File: src/rtl/gmuf_pkg.sv
// ----------------------------------------------------------------------------
// Grid maze generator package
// Shared widths, codes, controller states and the command and status
// bundles that pass between the controller and the datapath.
// ----------------------------------------------------------------------------
package gmuf_pkg;

   localparam int CMD_W     = 2;
   localparam int COORD_W   = 5;
   localparam int CFG_W     = 6;
   localparam int CSR_IDX_W = 2;

   localparam int DEF_MAX_WIDTH  = 32;
   localparam int DEF_MAX_HEIGHT = 32;
   localparam int CFG_RESET      = 32;

   localparam logic [CMD_W-1:0] CMD_START   = 2'd0;
   localparam logic [CMD_W-1:0] CMD_ATTEMPT = 2'd1;

   localparam logic SIDE_RIGHT = 1'b0;

   localparam logic [CSR_IDX_W-1:0] REG_GRID_WIDTH  = 2'd0;
   localparam logic [CSR_IDX_W-1:0] REG_GRID_HEIGHT = 2'd1;

   typedef enum logic [3:0] {
      ST_CLEAR,
      ST_IDLE,
      ST_INDEX,
      ST_WALL,
      ST_FIND_A,
      ST_FIND_B,
      ST_COUNT,
      ST_MERGE,
      ST_DONE
   } gmuf_state_type;

   typedef struct packed {
      logic take;
      logic clr_write;
      logic clr_finish;
      logic calc;
      logic walk_cur;
      logic walk_next;
      logic root_a;
      logic cnt_rb;
      logic cnt_ra;
      logic merge;
      logic load_rsp;
   } gmuf_cmd_type;

   typedef struct packed {
      logic req_is_start;
      logic clr_last;
      logic attempt_ok;
      logic at_root;
      logic same_root;
   } gmuf_stat_type;

endpackage

File: src/rtl/gmuf_ctrl.sv
// ----------------------------------------------------------------------------
// Grid maze generator controller
// Sequences the clearing pass, the two root walks, the union and the
// response beat, and owns the request and response handshakes.
// ----------------------------------------------------------------------------
module gmuf_ctrl import gmuf_pkg::*; (
   input  logic          clock,
   input  logic          reset,
   input  logic          req_valid,
   output logic          req_ready,
   output logic          rsp_valid,
   input  logic          rsp_ready,
   input  gmuf_stat_type stat,
   output gmuf_cmd_type  ctl
);

   gmuf_state_type state_ff, state_in;
   logic           boot_ff, boot_in;
   logic           rsp_valid_ff, rsp_valid_in;

   always_comb begin
      state_in = state_ff;
      unique case (state_ff)
         ST_CLEAR: begin
            if (stat.clr_last) begin
               state_in = boot_ff ? ST_IDLE : ST_DONE;
            end
         end
         ST_IDLE: begin
            if (req_valid) begin
               state_in = stat.req_is_start ? ST_CLEAR : ST_INDEX;
            end
         end
         ST_INDEX: state_in = ST_WALL;
         ST_WALL: state_in = stat.attempt_ok ? ST_FIND_A : ST_DONE;
         ST_FIND_A: begin
            if (stat.at_root) begin
               state_in = ST_FIND_B;
            end
         end
         ST_FIND_B: begin
            if (stat.at_root) begin
               state_in = stat.same_root ? ST_DONE : ST_COUNT;
            end
         end
         ST_COUNT: state_in = ST_MERGE;
         ST_MERGE: state_in = ST_DONE;
         ST_DONE: begin
            if (!rsp_valid_ff || rsp_ready) begin
               state_in = ST_IDLE;
            end
         end
         default: state_in = ST_IDLE;
      endcase
   end

   always_comb begin
      ctl = '0;
      unique case (state_ff)
         ST_CLEAR: begin
            ctl.clr_write  = !stat.clr_last;
            ctl.clr_finish = stat.clr_last;
         end
         ST_IDLE: ctl.take = req_valid;
         ST_INDEX: ctl.calc = 1'b1;
         ST_WALL: ctl.walk_cur = stat.attempt_ok;
         ST_FIND_A: begin
            ctl.root_a    = stat.at_root;
            ctl.walk_next = !stat.at_root;
         end
         ST_FIND_B: begin
            ctl.cnt_rb    = stat.at_root && !stat.same_root;
            ctl.walk_next = !stat.at_root;
         end
         ST_COUNT: ctl.cnt_ra = 1'b1;
         ST_MERGE: ctl.merge = 1'b1;
         ST_DONE: ctl.load_rsp = !rsp_valid_ff || rsp_ready;
         default: ctl = '0;
      endcase
   end

   always_comb begin
      boot_in = boot_ff && !(state_ff == ST_CLEAR && stat.clr_last);
      if (ctl.load_rsp) begin
         rsp_valid_in = 1'b1;
      end else if (rsp_ready) begin
         rsp_valid_in = 1'b0;
      end else begin
         rsp_valid_in = rsp_valid_ff;
      end
   end

   always_ff @(posedge clock) begin
      if (reset) begin
         state_ff     <= ST_CLEAR;
         boot_ff      <= 1'b1;
         rsp_valid_ff <= 1'b0;
      end else begin
         state_ff     <= state_in;
         boot_ff      <= boot_in;
         rsp_valid_ff <= rsp_valid_in;
      end
   end

   assign req_ready = (state_ff == ST_IDLE);
   assign rsp_valid = rsp_valid_ff;

endmodule

File: config.mk
export PLATFORM = sky130hd
export DESIGN_NAME = gmuf_ctrl
export DESIGN_NICKNAME = d
export VERILOG_FILES = /design/src/rtl/gmuf_pkg.sv /design/src/rtl/gmuf_ctrl.sv
export SDC_FILE = /design/constraint.sdc
export NUM_CORES = 1
export LEC_CHECK = 0
export ABC_AREA = 1
export ABC_CLOCK_PERIOD_IN_PS = 1550
export BUFFER_PORTS_ARGS = -buffer_cell sky130_fd_sc_hd__clkbuf_2
export CORE_AREA = 4 4 41 43
export CTS_BUF_LIST = sky130_fd_sc_hd__clkbuf_16
export CTS_CLUSTER_SIZE = 20
export DETAILED_ROUTE_END_ITERATION = 10
export DIE_AREA = 0 0 45 47
export GPL_TIMING_DRIVEN = 0
export SKIP_CTS_REPAIR_TIMING = 1
export SLEW_MARGIN = 0
export SYNTH_ARGS = -nofsm -noshare
export SYNTH_HDL_FRONTEND = slang
export SYNTH_SLANG_ARGS = --single-unit
File: constraint.sdc
create_clock -name clock -period 1.55 [get_ports clock]
set_input_delay 0.31 -clock clock [delete_from_list [all_inputs] [get_ports clock]]
set_output_delay 0.31 -clock clock [all_outputs]
set_load 0.01 [all_outputs]
Word-level counts from Yosys, hierarchy flattened:

Index checks and enable logic that the tools add are counted.

* bits in writable memories: 0
* logic and storage cells: 51
* bits in latches: 0
* register bits: 6
* memory bits (read-only): 0
* memories kept: 0

* bitwise logic cells: 0
* reduce and logical (&&, ||, !) cells: 13
* div/mod/pow operators: 0
* multiply operators: 0
* order comparisons: 0
* mux-type cells: 22
* shift operators: 0
* add/subtract/negate cells: 0
* equality and inequality tests: 13

Operators with widths (count)
* 4-bit case mux with 9 select lines: 1
* 4-bit 2-to-1 mux: 8
* 4-bit by 3-bit == test with 1-bit output (second input constant): 4
* 1-bit 2-to-1 mux: 11
* 2-bit inequality test (second input constant): 5
* 4-bit by 2-bit == test with 1-bit output (second input constant): 2
* 1-bit logical NOT: 5
* 5-bit AND reduction: 1
* 4-bit by 1-bit == test with 1-bit output (second input constant): 1
* 4-bit == test (second input constant): 1
* 4-bit logical NOT: 1
* 2-bit 2-to-1 mux: 2
* 1-bit logical AND: 3
* 2-bit nonzero test: 1
* 2-bit OR reduction: 1
* 1-bit logical OR: 1

Logic depth before layout (Yosys ltp):

* depth in word-level cells: 4
* depth in mapped cells: 9
* depth with buffers taken out: 8

Worst setup path before layout:

OpenSTA, ideal clock, no wires.

* kind: register -> output
* from: register state_ff[2]
* to: output port ctl[4] (netlist name)
* setup slack: 0.284 ns
* cell stages (with the launch flop): 5
* data arrival time: 0.956 ns
* buffers on the path: 0
* cells stage by stage: dfxtp_1 > inv_1 > nor2_2 > inv_2 > nor4_1

RTL lines
* from (decl): RTL line gmuf_ctrl.sv:17 `gmuf_state_type state_ff, state_in;`
* from (signal assigned): RTL line gmuf_ctrl.sv:99 `state_ff <= state_in;`
* to (decl): RTL line gmuf_ctrl.sv:14 `output gmuf_cmd_type ctl`

==> impl_metrics.ini <==
[global_routing]
grt_pass1_wl_um = 1810
antenna_found_initial = 0
grt_pass1_vias = 432
overflow = 0
grtUsageTotal_pct = 12.3
grt_max_degree = 9

[cells_and_area]
fillers = 154
syn_to_final_growth_pct = 55.7
diodes = 0
multi_input_area_sq_um = 284
final_cells = 123
fin_nets = 119
drive_gt1_share_pct = 45.4
seq_area_sq_um = 125

[setup_path]
cp.buffers_inverters = 3
worstSetupStartpointType = flip-flop
max_stage_delay_ns = 0.30
reg2reg_setup_slack_ns = 0.32
crit_path_max_fanout = 8
critPathKind = reg -> out
path_cells = buf_6, nor2_4, and2_4, inv_2, nor2_2, buf_2
end_kind = output pin
critPathRequiredTime_ns = 1.24
cp.arrival_ns = 1.22
crit_family = simple AND/OR/NAND/NOR gates
crit_slowest_cell = dfxtp_2

[placed_design]
routabilityCongestion = 0.794
dp_hpwl_um = 933
port_buffers = 21
place_inst = 117

[yosys]
syn_avg_cell_area_sq_um = 5.82
synth.most_common_cell = inv_1
synth_edf_count = 0
synth_top_cell_by_area = dfxtp_1
synth_warnings = 0
syn_nets = 90
syn_area_sq_um = 472
synth-main-ff-cell = dfxtp_1
synth.top_cells.by_count = 15 x inv_1, 14 x nand2_1, 13 x nor2_1
ys_ff_latch = 6
synth-seq-area-share_pct = 25.5
synthCells = 81
synth_cell_types = 18
synth_top_cell_area_share_pct = 25.5
synth_area_leaders = dfxtp_1 25%, inv_1 12%, nand2_1 11%, nor2_1 10%, nand3_1 8.5%
ys_async_sr_fraction_pct = 0

[clock_tree]
clkSinkCount = 6
htreeDepth = 1
clock_path_buffers = 2
clockRootBuffer = clkbuf_16
worstSkewPairLatency_ns = 0.23
cts_tree = yes
clk_pin_slew_worst_paths_ns = 0.03
numCtsBuffers = 3

[detailed_routing]
route.detailed.drc = 0
wl_per_cell_um = 10.2
postRouteWirelength_um = 1250
via_per_inst = 4.53
drt_iter0_drc = 18
ant_nets = 0
via_count = 557
dr.pass1.iters = 4

[timing]
min_period_ns = 1.53
max_freq_mhz = 656
final_max_slew_viol_count = 0
maxSlewHeadroom_pct = 85.6
skew_ns = 0.00136
tightest_slew_ns = 0.214
rsz0062_at_grt = yes
fin_crit_sh_pct = 98.4
setup_viol = 0
hold_violations = 0

[power_and_ir_drop]
power_density_mw_per_mm2 = 1480
power_mw = 1.09
peakVddDrop_v = 0.000677
p_leak_nw = 0.425

[status]
status = completed

[floorplanning]
initial_core_util_pct = 36.2
die_h_um = 47
ios = 22
dieArea_sq_mm = 0.00212
die_x_um = 45
num_rows = 13
core_sq_mm = 0.00130

[min_path]
hold_class = in -> reg

[run]
maxCapViolCount = 0
-- placed cells by master (no fill, tap or decap), types with 3 or more instances in the layout --
master	synthesis	routed
dfxtp_2	0	4
nor2_2	6	5
inv_1	15	14
buf_2	0	3
nor2_4	0	4
nand3_1	8	8
nand2_1	14	14
buf_4	2	4
clkbuf_2	0	18
clkbuf_16	0	3
inv_2	4	4
nor2_1	13	10
-- logic make-up (layout without fill, tap and decap cells) --
logic type | after synthesis | after routing | synth area share (%)
simple gates | 48 | 48 | 47.5
buf+inv | 22 | 49 | 20.7
compound gates | 5 | 5 | 6.37
flops | 6 | 6 | 25.5
-- stage by stage --
step                utilization [%]  setup slack (ns)  TNS (ns)  instance area, sq um  hold WS (ns)
global placement               45.8             0.206         0                   596         0.480
global route                   56.4           -0.0515    -0.130                   734         0.334
detailed placement             45.8             0.191         0                   596         0.501
finish                         56.4            0.0247         0                   734         0.314
floorplan                         -             0.284         0                   472         0.379
CTS                            51.5           -0.0508   -0.0860                   671         0.316
-- power by group --
part | internal, mW | switching [mW] | leakage (nW)
logic | 0.203 | 0.270 | 0.337
clock network | 0.331 | 0.0836 | 0.0370
registers | 0.185 | 0.0168 | 0.0508
total | 0.719 | 0.370 | 0.425
-- registers in the layout, indices dropped and copies added (netlist names) --
signal / flops
boot_ff: 1
state_ff: 4
rsp_valid: 1
-- area by class of cell --
cell class / instances / share of cell area (%)
multi-input cells: 53 / 38.7
repair buffers: 24 / 17.4
flip-flops and latches: 6 / 17.0
clock buffers: 3 / 10.2
inverters: 19 / 10.1
plain buffers: 3 / 4.09
well taps: 15 / 2.56
-- final timing paths --
check / start / cells after the start / end
max: state_ff[1] / 6 / ctl[8]
max reg2reg: state_ff[1] / 8 / state_ff[0]
min reg2reg: boot_ff / 2 / boot_ff
min: reset / 2 / state_ff[1]
-- metal layers --
layer	part of all wire (%)	global-route usage [%]	wire length, um	vias to the layer above
met5	0	0	0	-
met4	0	3.51	0	0
met3	7.7	7.28	96	0
met2	46	18.1	577	15
met1	46	15.1	580	242
li1	-	-	-	300
Note: power is estimated with default switching activity, not from simulation.
